$ cat config.mk
export PLATFORM = sky130hd
export DESIGN_NAME = tls_handshake_message_deframer
export DESIGN_NICKNAME = d
export VERILOG_FILES = /design/src/rtl/tlshmd_pkg.sv /design/src/rtl/tlshmd_parser.sv /design/src/rtl/tls_handshake_message_deframer.sv
export SDC_FILE = /design/constraint.sdc
export NUM_CORES = 1
export LEC_CHECK = 0
export BUFFER_PORTS_ARGS = -buffer_cell sky130_fd_sc_hd__buf_2
export CAP_MARGIN = 15
export CORE_UTILIZATION = 53
export CTS_CLUSTER_DIAMETER = 40
export DETAILED_ROUTE_END_ITERATION = 10
export PLACE_DENSITY = 0.72
export SYNTH_ARGS = -nofsm -noshare
export SYNTH_HDL_FRONTEND = slang
export SYNTH_SLANG_ARGS = --single-unit
$ cat constraint.sdc
create_clock -name clock -period 10.37 [get_ports clock]
set_input_delay 0 -clock clock [delete_from_list [all_inputs] [get_ports clock]]
set_output_delay 0 -clock clock [all_outputs]
set_load 0.05 [all_outputs]
$ cat src/rtl/tlshmd_pkg.sv
`default_nettype none

package tlshmd_pkg;

   localparam int HeaderBytes = 4;
   localparam int HcntWidth   = $clog2(HeaderBytes);

   localparam logic [7:0] KIND_TICKET     = 8'h04;
   localparam logic [7:0] KIND_KEY_UPDATE = 8'h18;
   localparam logic [7:0] NO_KIND         = 8'hFF;

   typedef enum logic [2:0] {
      ST_OK          = 3'd0,
      ST_BAD_TYPE    = 3'd1,
      ST_KU_NOT_LAST = 3'd2,
      ST_RETRIEVED   = 3'd3,
      ST_MID_TICKET  = 3'd4
   } status_type;

   typedef struct packed {
      logic       func;
      logic [7:0] byte_value;
      logic       last_in_record;
   } item_type;

   typedef struct packed {
      logic       ticket_byte_valid;
      logic [7:0] ticket_byte;
      logic [1:0] ticket_slot;
      logic       ticket_end;
      logic       record_done;
      status_type status;
      logic       expecting_more;
      logic       had_key_update;
      logic [7:0] key_update_kind;
      logic       had_ticket;
      logic [2:0] tickets_held;
   } result_type;

endpackage

`default_nettype wire

$ cat src/rtl/tlshmd_parser.sv
`default_nettype none

module tlshmd_parser #(
   parameter int MaxTickets = 4
) (
   input  logic                   clock,
   input  logic                   reset,
   input  logic                   accept,
   input  tlshmd_pkg::item_type   item,
   output tlshmd_pkg::result_type result
);
   import tlshmd_pkg::*;

   localparam logic [3:0] MaxTicketsW = 4'(MaxTickets);

   logic                 data_ff,   data_in;
   logic [HcntWidth-1:0] hcnt_ff,   hcnt_in;
   logic [7:0]           kind_ff,   kind_in;
   logic [23:0]          rem_ff,    rem_in;
   logic [2:0]           tcnt_ff,   tcnt_in;
   logic                 retr_ff,   retr_in;
   logic                 keep_ff,   keep_in;
   logic [1:0]           rflags_ff, rflags_in;
   logic                 first_ff,  first_in;
   logic [7:0]           kuv_ff,    kuv_in;
   logic                 failed_ff;
   status_type           err_ff;

   logic       complete;
   logic       fail;
   status_type fail_code;
   logic [7:0] b;
   result_type res;

   assign b      = item.byte_value;
   assign result = res;

   always_comb begin
      data_in   = data_ff;
      hcnt_in   = hcnt_ff;
      kind_in   = kind_ff;
      rem_in    = rem_ff;
      tcnt_in   = tcnt_ff;
      retr_in   = retr_ff;
      keep_in   = keep_ff;
      rflags_in = rflags_ff;
      first_in  = first_ff;
      kuv_in    = kuv_ff;
      complete  = 1'b0;
      fail      = 1'b0;
      fail_code = ST_OK;
      res                 = '0;
      res.key_update_kind = NO_KIND;
      if (failed_ff) begin
         res.record_done = 1'b1;
         res.status      = err_ff;
      end else if (item.func) begin
         if (retr_ff) begin
            fail      = 1'b1;
            fail_code = ST_RETRIEVED;
         end else if ((data_ff || hcnt_ff != '0) && kind_ff == KIND_TICKET) begin
            fail      = 1'b1;
            fail_code = ST_MID_TICKET;
         end else begin
            retr_in             = 1'b1;
            tcnt_in             = '0;
            res.key_update_kind = '0;
         end
      end else begin
         if (!data_ff) begin
            if (hcnt_ff == '0) begin
               if (b != KIND_TICKET && b != KIND_KEY_UPDATE) begin
                  fail      = 1'b1;
                  fail_code = ST_BAD_TYPE;
               end else begin
                  kind_in = b;
                  rem_in  = '0;
                  kuv_in  = NO_KIND;
                  keep_in = (b == KIND_TICKET) && !retr_ff &&
                            ({1'b0, tcnt_ff} < MaxTicketsW) && (tcnt_ff != 3'd7);
               end
            end else begin
               rem_in = {rem_ff[15:0], b};
            end
            hcnt_in = hcnt_ff + HcntWidth'(1);
            if (hcnt_ff == HcntWidth'(HeaderBytes - 1)) begin
               hcnt_in = '0;
               if (rem_in != '0) begin
                  data_in  = 1'b1;
                  first_in = 1'b1;
               end else begin
                  complete = 1'b1;
               end
            end
         end else begin
            if (first_ff) begin
               kuv_in   = b;
               first_in = 1'b0;
            end
            rem_in = rem_ff - 24'd1;
            if (rem_in == '0) begin
               data_in  = 1'b0;
               complete = 1'b1;
            end
         end

         rflags_in = rflags_ff | ((kind_in == KIND_KEY_UPDATE) ? 2'b01 : 2'b10);

         if (complete && kind_in == KIND_KEY_UPDATE && !item.last_in_record) begin
            fail      = 1'b1;
            fail_code = ST_KU_NOT_LAST;
         end else begin
            if (kind_in == KIND_TICKET && keep_in) begin
               res.ticket_byte_valid = 1'b1;
               res.ticket_byte       = b;
               res.ticket_slot       = tcnt_ff[1:0];
               res.ticket_end        = complete;
               if (complete) begin
                  if (tcnt_ff != 3'd7) begin
                     tcnt_in = tcnt_ff + 3'd1;
                  end
                  keep_in = 1'b0;
               end
            end
            if (complete) begin
               first_in = 1'b0;
            end
            if (item.last_in_record) begin
               res.record_done    = 1'b1;
               res.expecting_more = data_in || (hcnt_in != '0);
               res.had_key_update = rflags_in[0];
               res.had_ticket     = rflags_in[1];
               if (complete && kind_in == KIND_KEY_UPDATE) begin
                  res.key_update_kind = kuv_in;
               end
               rflags_in = '0;
            end
            res.tickets_held = tcnt_in;
         end
      end
      if (fail) begin
         res                 = '0;
         res.key_update_kind = NO_KIND;
         res.record_done     = 1'b1;
         res.status          = fail_code;
      end
   end

   always_ff @(posedge clock) begin
      if (reset) begin
         data_ff   <= 1'b0;
         hcnt_ff   <= '0;
         kind_ff   <= '0;
         rem_ff    <= '0;
         tcnt_ff   <= '0;
         retr_ff   <= 1'b0;
         keep_ff   <= 1'b0;
         rflags_ff <= '0;
         first_ff  <= 1'b0;
         kuv_ff    <= NO_KIND;
         failed_ff <= 1'b0;
         err_ff    <= ST_OK;
      end else if (accept && !failed_ff) begin
         if (fail) begin
            failed_ff <= 1'b1;
            err_ff    <= fail_code;
         end else begin
            data_ff   <= data_in;
            hcnt_ff   <= hcnt_in;
            kind_ff   <= kind_in;
            rem_ff    <= rem_in;
            tcnt_ff   <= tcnt_in;
            retr_ff   <= retr_in;
            keep_ff   <= keep_in;
            rflags_ff <= rflags_in;
            first_ff  <= first_in;
            kuv_ff    <= kuv_in;
         end
      end
   end

   a_failed_sticky: assert property (@(posedge clock) disable iff (reset)
      failed_ff |=> failed_ff)
      else $error("error state left without reset");

   a_data_nonzero: assert property (@(posedge clock) disable iff (reset)
      data_ff |-> rem_ff != '0)
      else $error("data phase with nothing remaining");

   a_header_not_data: assert property (@(posedge clock) disable iff (reset)
      hcnt_ff != '0 |-> !data_ff)
      else $error("header and data phase together");

   a_keep_ticket: assert property (@(posedge clock) disable iff (reset)
      keep_ff |-> (kind_ff == KIND_TICKET && !retr_ff))
      else $error("ticket kept after retrieval or for wrong kind");

   a_keep_room: assert property (@(posedge clock) disable iff (reset)
      keep_ff |-> ({1'b0, tcnt_ff} < MaxTicketsW))
      else $error("ticket kept with no room");

endmodule

`default_nettype wire

$ cat src/rtl/tls_handshake_message_deframer.sv
// Channel | Direction | tdata (low bit up)                       | tlast / tuser
// req     | in        | byte_value                               | last_in_record / func
// rsp     | out       | ticket_byte, ticket_slot, record_done,   | ticket_end /
//         |           | status, expecting_more, had_key_update,  |   ticket_byte_valid
//         |           | key_update_kind, had_ticket, tickets_held|
// One item per clock while the result is not stalled; the result is registered and
// appears in the cycle after acceptance, from the single register after the parse logic.
// Synchronous reset clears the parse state; the result register is emptied.
// A stalled result holds; req_tready stays high while the result is taken.
`default_nettype none

module tls_handshake_message_deframer #(
   parameter int MaxTickets = 4
) (
   input  logic        clock,
   input  logic        reset,
   input  logic        req_tvalid,
   output logic        req_tready,
   input  logic [7:0]  req_tdata,   // [7:0] byte_value
   input  logic        req_tlast,   // last_in_record
   input  logic        req_tuser,   // func
   output logic        rsp_tvalid,
   input  logic        rsp_tready,
   output logic [31:0] rsp_tdata,   // [7:0] ticket_byte, [9:8] ticket_slot,
                                    // [10] record_done, [13:11] status,
                                    // [14] expecting_more, [15] had_key_update,
                                    // [23:16] key_update_kind, [24] had_ticket,
                                    // [27:25] tickets_held, [31:28] zero
   output logic        rsp_tlast,   // ticket_end
   output logic        rsp_tuser    // ticket_byte_valid
);
   import tlshmd_pkg::*;

   logic       accept;
   item_type   item;
   result_type result;
   result_type rsp_ff;
   logic       rsp_valid_ff;

   assign req_tready = !rsp_valid_ff || rsp_tready;
   assign accept     = req_tvalid && req_tready;

   assign item.func           = req_tuser;
   assign item.byte_value     = req_tdata;
   assign item.last_in_record = req_tlast;

   tlshmd_parser #(
      .MaxTickets (MaxTickets)
   ) u_parser (
      .clock  (clock),
      .reset  (reset),
      .accept (accept),
      .item   (item),
      .result (result)
   );

   always_ff @(posedge clock) begin
      if (reset) begin
         rsp_valid_ff <= 1'b0;
      end else if (accept) begin
         rsp_valid_ff <= 1'b1;
      end else if (rsp_tready) begin
         rsp_valid_ff <= 1'b0;
      end
   end

   always_ff @(posedge clock) begin
      if (accept) begin
         rsp_ff <= result;
      end
   end

   assign rsp_tvalid = rsp_valid_ff;
   assign rsp_tuser  = rsp_ff.ticket_byte_valid;
   assign rsp_tlast  = rsp_ff.ticket_end;
   assign rsp_tdata  = {4'b0000,
                        rsp_ff.tickets_held,
                        rsp_ff.had_ticket,
                        rsp_ff.key_update_kind,
                        rsp_ff.had_key_update,
                        rsp_ff.expecting_more,
                        rsp_ff.status,
                        rsp_ff.record_done,
                        rsp_ff.ticket_slot,
                        rsp_ff.ticket_byte};

endmodule

`default_nettype wire

==> impl_metrics.py, run 1 <==
metrics = {
    "place": {
        "place.gp.congestion": 0.917,
        "io_buffers": 45,
        "dpl.cell_count": 708,
        "dpl.hpwl_um": 8860,
    },
    "finish": {
        "final_common_cell": "nand2_1",
        "utilization_pct": 58.9,
        "final_cells": 732,
        "drive_gt1_share_pct": 13.7,
        "layout_common_cells": "nand2_1, dfxtp_1, a21oi_1",
        "area_growth_pct": 8.49,
        "nets": 635,
        "diodes": 0,
    },
    "grt": {
        "first_global_vias": 4147,
        "gr-usage-all-layers_pct": 28.0,
        "grt_max_degree": 52,
        "antenna_found_initial": 0,
        "grt_pass1_wl_um": 21400,
        "overflow": 0,
    },
    "sta": {
        "max_slew.worst_pin.slew_ps": 1120,
        "fin_crit_sh_pct": 46.1,
        "slew_viol_final": 0,
        "max_freq_mhz": 209,
        "slew_headroom_pct": 25.2,
        "hold_viol": 0,
        "finClkSkew_ps": 13.4,
        "finalHoldWorstSlack_ps": 8.84,
        "tns_ps": 0,
        "grt_setup_unrepaired": "false",
        "timing.final.crit_period_ps": 4780,
        "setup_viol": 0,
    },
    "detailed_routing": {
        "drt_first_pass_iters": 5,
        "wl_per_cell_um": 18.3,
        "drtIter0Drc": 320,
        "vias": 4593,
        "vias_per_cell": 6.27,
        "wl_um": 13400,
        "ant_nets": 0,
        "drc_errors": 0,
    },
    "clock_network": {
        "clockBufferDepth": 2,
        "clk_latency_ps": 370,
        "root_buffer": "clkbuf_8",
        "htreeDepth": 3,
        "cts_sinks": 86,
        "cts_buffers": 9,
        "clk_pin_slew_ps": 100,
        "cts_resized": 0,
        "cts_tree": "done",
    },
    "floorplan": {
        "core_area_mm2": 0.00920,
        "die_h_um": 99.1,
        "rows": 35,
        "floorplan.initialDensity_pct": 54.3,
        "ios": 50,
        "dieArea_mm2": 0.00982,
        "die_x_um": 99.1,
    },
    "logic_synthesis": {
        "synth_edf_count": 30,
        "async_reset_ff_share_pct": 0,
        "yosysSeqAreaShare_pct": 40.5,
        "yosysWarnings": 0,
        "synth_top_flop_cell": "dfxtp_1",
        "synth_top_cell_area_share_pct": 22.4,
        "ys_ff_latch": 86,
        "netlist_area_mm2": 0.00499,
        "synth_area_leaders": "dfxtp_1, edfxtp_1, nand2_1",
        "yosysTopAreaCell": "dfxtp_1",
        "avgSynthCellArea_um2": 8.37,
        "syn_inst": 597,
        "yosysUniqueCellTypes": 73,
    },
    "run": {
        "max-cap-violations": 0,
    },
    "power_and_ir_drop": {
        "power_leakage_nw": 2.11,
        "p_int_mw": 0.467,
        "switchingPower_mw": 0.187,
        "p_clk_share_pct": 35.4,
        "p_per_area_mw_per_mm2": 121,
        "swShare_pct": 28.6,
        "ir_drop_mv": 0.0590,
        "p_seq_share_pct": 54.8,
        "combinationalPowerShare_pct": 9.8,
    },
    "setup_path": {
        "path_max_fanout": 31,
        "endpoint_kind": "register",
        "crit_arrival_ps": 5090,
        "cp_data_required_time_ps": 10680,
        "rrSetupSlack_ps": 5590,
        "path_class": "reg -> reg",
        "r2r_start": "u_parser.rem_ff[0]$_SDFFE_PP0P_",
        "start_kind": "register",
        "critPathLaunch": "u_parser.rem_ff[0]$_SDFFE_PP0P_",
    },
    "min_path": {
        "hold_start": "req_tdata[5]",
        "hold_class": "in -> reg",
    },
    "status": {
        "outcome": "finished clean",
    },
}
[cells by family after synthesis]
logic type,count (synthesis),synth area share (%)
other,1,0.0751
buffers and inverters,68,6.19
and+or+nand+nor,263,26.8
DFF,86,40.5
xor gates and xnor gates,17,2.98
muxes,10,2.05
adders and majority gates,5,1.25
AOI/OAI and AO/OA,147,20.1
[flip-flops by register name, indices dropped and copies added (netlist names), 2 cells and up]
register,count
u_parser.kuv_ff,8
u_parser.tcnt_ff,3
u_parser.rem_ff,24
u_parser.rflags_ff,2
u_parser.kind_ff,8
u_parser.err_ff,3
u_parser.hcnt_ff,2
rsp_tdata,28
[final timing paths]
kind / end / depth (start not counted)
max: u_parser.kuv_ff[6]$_SDFFE_PP1P_ / 11
min: u_parser.kuv_ff[5]$_SDFFE_PP1P_ / 2
max reg2reg: u_parser.kuv_ff[6]$_SDFFE_PP1P_ / 11
min reg2reg: u_parser.kind_ff[6]$_SDFFE_PP0P_ / 1
[per-layer routing]
metal | GRT usage [%] | share of wire (%) | up-vias
met5 | 0 | 0 | -
met4 | 10.4 | 1.8 | 0
met3 | 4.68 | 6.3 | 21
met2 | 47.4 | 48 | 191
met1 | 36.0 | 44 | 2174
li1 | - | - | 2207
[stage by stage]
stage	power [mW]	instance area (um^2)	setup slack (ps)
floorplan	0.411	5010	6530
global placement	0.428	5150	5860
detailed placement	0.428	5150	5690
CTS	0.657	5420	5630
global route	0.676	5420	5310
finish	0.655	5420	5590
[layout make-up]
class	instances	area [um^2]
sequential	86	2020
multi-input combinational	446	2680
timing repair buffer	57	335
clock buffer	10	138
clock inverter	6	50.0
inverter	16	60.1
fill	823	3780
tap	111	139
[power by group through the flow]
stage	Sequential, mW	Combinational (mW)	Clock, mW
2_1_floorplan	0.388	0.0233	0
3_3_place_gp	0.366	0.0613	0
3_5_place_dp	0.367	0.0615	0
4_1_cts	0.359	0.0640	0.235
5_1_grt	0.360	0.0675	0.249
6_report	0.359	0.0642	0.232
[worst max-delay path, cell delays in order (launching register included)]
cell and delay, ps:
dfxtp_1 390, inv_1 140, ha_1 360, or4b_1 660
or4_4 550, or4_1 550, nand4_1 140, or4b_4 180
a21o_1 240, nand3_2 560, a21oi_1 730, o32a_1 220
[Yosys cell counts (all sizes together) (10+ instances only)]
| library cell | number |
|---|---|
| nand2 | 91 |
| dfxtp | 56 |
| a21oi | 55 |
| nor2 | 44 |
| clkbuf | 34 |
| edfxtp | 30 |
| nor3 | 21 |
| o21ai | 19 |
| buf | 18 |
| and2 | 17 |
| inv | 16 |
| a221oi | 14 |
| nor4 | 13 |
| nand3 | 12 |
| and3 | 11 |
| xnor2 | 10 |
[timing repair]
action / in CTS / in global routing
hold buffers: 8 / 0
endpoints found under the hold margin: 8 / 0
setup buffers: 0 / 0
(Power assumes the default switching activity.)
==> run 2: changes to the inputs <==
Settings changed: PLACE_DENSITY 0.72 to 0.75.
Clock period 10.37 ns to 3.87 ns, I/O delays scaled along.
==> impl_metrics.py, run 2 (synthesized netlist as in run 1, its figures left out) <==
metrics = {
    "sta": {
        "fin_crit_sh_pct": 95.4,
        "slew_headroom_pct": 48.9,
        "timing.final.crit_period_ps": 3690,
        "slew_viol_final": 0,
        "tns_ps": 0,
        "finClkSkew_ps": 11.5,
        "hold_viol": 0,
        "grt_setup_unrepaired": "false",
        "max_slew.worst_pin.slew_ps": 747,
        "finalHoldWorstSlack_ps": 22.2,
        "setup_viol": 0,
        "max_freq_mhz": 271,
    },
    "setup_path": {
        "endpoint_kind": "register",
        "cp_slowest_stage_delay_ps": 610,
        "r2r-end": "u_parser.kuv_ff[0]$_SDFFE_PP1P_",
        "reg2reg_depth": 11,
        "path_delay_family": "simple AND/OR/NAND/NOR gates",
        "critPathLaunch": "u_parser.rem_ff[1]$_SDFFE_PP0P_",
        "path_class": "reg -> reg",
        "path_max_fanout": 8,
        "crit_cells": 11,
        "r2r_start": "u_parser.rem_ff[1]$_SDFFE_PP0P_",
        "start_kind": "register",
        "critPathSlowestCell": "or4b_4",
        "cp_data_required_time_ps": 4110,
        "crit_end": "u_parser.kuv_ff[0]$_SDFFE_PP1P_",
        "crit_arrival_ps": 3930,
        "cp_cell_sequence": "inv_1 -> ha_1 -> or4b_1 -> or4_4 -> o31ai_4 -> nand4_1 -> or4b_4 -> a21o_1 -> nand3_2 -> a21oi_2 -> o32a_1",
        "rrSetupSlack_ps": 180,
        "crit_buf_inv": 1,
    },
    "floorplan": {
        "dieArea_mm2": 0.00982,
        "die_h_um": 99.1,
        "rows": 35,
        "floorplan.initialDensity_pct": 54.3,
        "core_area_mm2": 0.00920,
        "ios": 50,
        "die_x_um": 99.1,
    },
    "run": {
        "max-cap-violations": 0,
    },
    "power_and_ir_drop": {
        "switchingPower_mw": 0.495,
        "ir_drop_mv": 0.198,
        "swShare_pct": 28.4,
        "p_clk_share_pct": 35.2,
        "power_leakage_nw": 2.24,
        "p_per_area_mw_per_mm2": 312,
        "p_seq_share_pct": 55.0,
        "combinationalPowerShare_pct": 9.7,
        "p_int_mw": 1.25,
        "power_mw": 1.75,
    },
    "grt": {
        "antenna_found_initial": 0,
        "gr-usage-all-layers_pct": 29.1,
        "grt_pass1_wl_um": 22400,
        "grt_max_degree": 43,
        "overflow": 0,
        "first_global_vias": 4490,
    },
    "place": {
        "place.gp.congestion": 0.969,
        "place_area_mm2": 0.00537,
        "dpl.hpwl_um": 9660,
        "io_buffers": 45,
    },
    "status": {
        "outcome": "finished, violations left",
        "violations": "design-rule violations",
    },
    "detailed_routing": {
        "vias": 4678,
        "drc_errors": 2,
        "wl_per_cell_um": 18.4,
        "vias_per_cell": 6.19,
        "ant_nets": 0,
        "drtIter0Drc": 291,
        "drt_first_pass_iters": 8,
        "wl_um": 13900,
    },
    "clock_network": {
        "cts_tree": "done",
        "cts_buffers": 9,
        "cts_sinks": 86,
        "clk_pin_slew_ps": 100,
        "htreeDepth": 3,
        "clk_latency_ps": 360,
        "root_buffer": "clkbuf_8",
        "clockBufferDepth": 2,
    },
    "finish": {
        "layout_common_cells": "nand2_1, dfxtp_1, a21oi_1",
        "num-fill-cells": 814,
        "fin_area_mm2": 0.00561,
        "area_growth_pct": 12.3,
        "drive_gt1_share_pct": 17.7,
        "nets": 659,
        "largest_register_ffs": 28,
        "diodes": 0,
        "final_common_cell": "nand2_1",
    },
    "min_path": {
        "min_path_cells": 2,
        "hold_class": "in -> reg",
    },
}
run 2: cell types whose count changed in the layout (fill, tap and decap cells not counted), sizes merged:
cell	change
buf	+28
dlygate4sd3	-4
run 2: what timing repair did:
action / CTS / global route
setup endpoints to repair: 0 / 8
resized for setup: 0 / 1
hold buffers: 4 / 0
endpoints found under the hold margin: 4 / 0
buffers inserted: 0 / 0
run 2: area by class of cell:
cell class / instances / area (um^2) / area share (%)
multi-input cells: 446 / 2680 / 47.8
flip-flops and latches: 86 / 2020 / 36.1
repair buffers: 81 / 518 / 9.24
well taps: 111 / 139 / 2.48
clock buffers: 10 / 138 / 2.45
inverters: 16 / 60.1 / 1.07
clock inverters: 6 / 52.6 / 0.937
run 2: worst register-to-register path: stages (launching register included):
cell and delay, ps:
dfxtp_1 380, inv_1 120, ha_1 170, or4b_1 460
or4_4 500, o31ai_4 270, nand4_1 150, or4b_4 610
a21o_1 280, nand3_2 210, a21oi_2 110, o32a_1 310
run 2: power groups by stage:
stage               combinational [mW]  clock [mW]  sequential, mW
floorplan                       0.0625           0            1.04
global placement                 0.164           0           0.982
finish                           0.170       0.616           0.961
CTS                              0.168       0.628           0.962
global route                     0.178       0.659           0.964
detailed placement               0.165           0           0.982
run 2: layer usage:
layer	track usage [%]	wire [um]	share of wire, %
met1	36.2	5860	42
met2	49.1	6660	48
met3	5.89	1020	7.3
met4	12.4	369	2.7
met5	0	0	0
run 2: worst min-delay path by stage:
stage,start,to,slack (ps)
final,req_tdata[1],u_parser.kuv_ff[1]$_SDFFE_PP1P_,20
after global routing,req_tdata[7],u_parser.kuv_ff[7]$_SDFFE_PP1P_,20
after CTS,req_tdata[1],u_parser.kuv_ff[1]$_SDFFE_PP1P_,1
after floorplan,req_tlast,u_parser.rflags_ff[0]$_SDFFE_PP0P_,100
after global placement,req_tvalid,rsp_tvalid$_SDFFE_PP0P_,250
after detailed placement,req_tvalid,rsp_tvalid$_SDFFE_PP0P_,260
run 2: through the flow:
stage | util, % | instances | setup WS (ps)
global route | 61.0 | 756 | 13.1
CTS | 60.9 | 756 | 95.4
finish | 61.0 | 756 | 178
detailed placement | 58.4 | 736 | 127
floorplan | - | 600 | 29.0
global placement | 58.4 | 736 | 250
==> run 3: changes to the inputs <==
Settings changed: CELL_PAD_IN_SITES_DETAIL_PLACEMENT set to 0, CELL_PAD_IN_SITES_GLOBAL_PLACEMENT set to 2, CORE_UTILIZATION 53 to 32, PLACE_DENSITY 0.75 to 0.74.
==> impl_metrics.py, run 3 (synthesized netlist as in run 1, its figures left out) <==
metrics = {
    "detailed_routing": {
        "ant_nets": 0,
        "wl_per_cell_um": 18.6,
        "vias_per_cell": 5.58,
        "wl_um": 15600,
        "wl_met1_um": 7180,
        "met2WireLength_um": 7270,
        "wl_met3_um": 806,
        "routed.top_layer": "met4",
        "drtIter0Drc": 345,
        "drt_first_pass_iters": 5,
        "vias": 4666,
        "drc_errors": 0,
    },
    "power_and_ir_drop": {
        "power_mw": 2.02,
        "power_leakage_nw": 2.33,
        "ir_drop_mv": 0.186,
        "p_per_area_mw_per_mm2": 344,
    },
    "place": {
        "dpl.cell_count": 815,
        "io_buffers": 45,
        "dpl.hpwl_um": 10700,
        "place.gp.congestion": 0.844,
    },
    "setup_path": {
        "rrSetupSlack_ps": 150,
        "cp_data_required_time_ps": 4120,
        "r2r-end": "u_parser.err_ff[0]$_SDFFE_PP0P_",
        "start_kind": "register",
        "endpoint_kind": "register",
        "crit_arrival_ps": 3960,
        "path_max_fanout": 7,
        "r2r_start": "u_parser.rem_ff[0]$_SDFFE_PP0P_",
        "path_class": "reg -> reg",
        "critPathLaunch": "u_parser.rem_ff[0]$_SDFFE_PP0P_",
        "reg2reg_depth": 11,
    },
    "sta": {
        "slew_headroom_pct": 52.9,
        "slew_viol_final": 0,
        "timing.final.crit_period_ps": 3720,
        "fin_crit_sh_pct": 96.0,
        "max_slew.worst_pin.slew_ps": 700,
        "finClkSkew_ps": 8.23,
        "grt_setup_unrepaired": "false",
        "setup_viol": 0,
        "hold_viol": 0,
        "max_freq_mhz": 269,
    },
    "clock_network": {
        "clk_pin_slew_ps": 70,
        "cts_tree": "done",
        "root_buffer": "clkbuf_16",
        "htreeDepth": 3,
        "cts_sinks": 86,
        "cts_buffers": 9,
        "clockBufferDepth": 2,
        "post_cts_buffers": 0,
        "clk_latency_ps": 360,
    },
    "floorplan": {
        "core_area_mm2": 0.0152,
        "die_h_um": 127,
        "die_x_um": 127,
        "dieArea_mm2": 0.0161,
        "rows": 45,
        "floorplan.initialDensity_pct": 32.9,
        "ios": 50,
    },
    "finish": {
        "utilization_pct": 38.6,
        "largest_register_ffs": 28,
        "layout_common_cells": "nand2_1, dfxtp_1, a21oi_1",
        "final_common_cell": "nand2_1",
        "num-fill-cells": 1560,
        "nets": 662,
        "area_growth_pct": 17.5,
        "final_cells": 836,
        "drive_gt1_share_pct": 18.5,
        "diodes": 0,
    },
    "grt": {
        "antenna_found_initial": 0,
        "overflow": 0,
        "first_global_vias": 4361,
        "grt_pass1_wl_um": 24500,
        "grt_max_degree": 51,
        "gr-usage-all-layers_pct": 19.9,
    },
    "min_path": {
        "min_to": "u_parser.kuv_ff[7]$_SDFFE_PP1P_",
        "min_path_cells": 2,
        "hold_class": "in -> reg",
        "hold_start": "req_tdata[7]",
    },
    "status": {
        "outcome": "finished clean",
    },
    "run": {
        "max-cap-violations": 0,
    },
}
==> run 3: cell count changes in the layout (fill, tap and decap cells not counted), moves of 2 or more <==
cell / delta
clkinvlp_4: -2
nor2_1: -2
clkbuf_16: +9
inv_8: +2
clkbuf_8: -10
buf_4: +2
==> run 3: area by class of cell <==
type / count / area, um^2 / area share, %
clock buffer: 9 / 225 / 3.84
inverter: 16 / 60.1 / 1.02
tap: 188 / 235 / 4.01
sequential: 86 / 2020 / 34.5
timing repair buffer: 84 / 543 / 9.26
clock inverter: 7 / 76.3 / 1.30
multi-input combinational: 446 / 2710 / 46.1
==> run 3: worst max-delay path, cell delays in order, from the launching register on <==
cell and delay [ps]:
dfxtp_1 320, inv_1 110, ha_1 170, or4b_1 480
or4_4 520, o31ai_4 270, nand4_1 160, or4b_4 620
a21o_2 300, a21oi_2 260, nand2_1 130, a32o_1 280
==> run 3: repair_timing <==
action | 4_1_cts | 5_1_grt
resized for setup | 1 | 5
setup endpoints to repair | 8 | 41
endpoints found under the hold margin | 5 | 0
hold buffers | 5 | 0
==> run 3: stage by stage <==
stage	hold slack (ps)	setup slack (ps)	area (um^2)	TNS, ps
floorplan	96.6	29.0	5010	0
global placement	248	0.113	5490	0
detailed placement	265	-116	5490	-782
CTS	16.9	75.0	5840	0
global route	24.4	14.3	5870	0
finish	22.5	155	5870	0
==> run 3: routing by layer <==
metal	vias to the layer above	global-route usage [%]
met2	148	33.2
met4	0	6.23
met3	18	4.09
li1	2263	-
met1	2237	25.8
met5	-	0
==> run 3: worst max path at each step <==
stage / to / slack (ps) / depth (start not counted)
finish: u_parser.err_ff[0]$_SDFFE_PP0P_ / 150 / 11
global route: u_parser.kind_ff[7]$_SDFFE_PP0P_ / 10 / 12
CTS: u_parser.kuv_ff[7]$_SDFFE_PP1P_ / 70 / 12
detailed placement: u_parser.kuv_ff[7]$_SDFFE_PP1P_ / -120 / 11
global placement: u_parser.kuv_ff[4]$_SDFFE_PP1P_ / 0.1 / 11
floorplan: u_parser.kuv_ff[0]$_SDFFE_PP1P_ / 30 / 15
==> run 3: power breakdown <==
part	internal [mW]	switching, mW
clock network	0.459	0.427
registers	0.954	0.00698
logic	0.0372	0.136
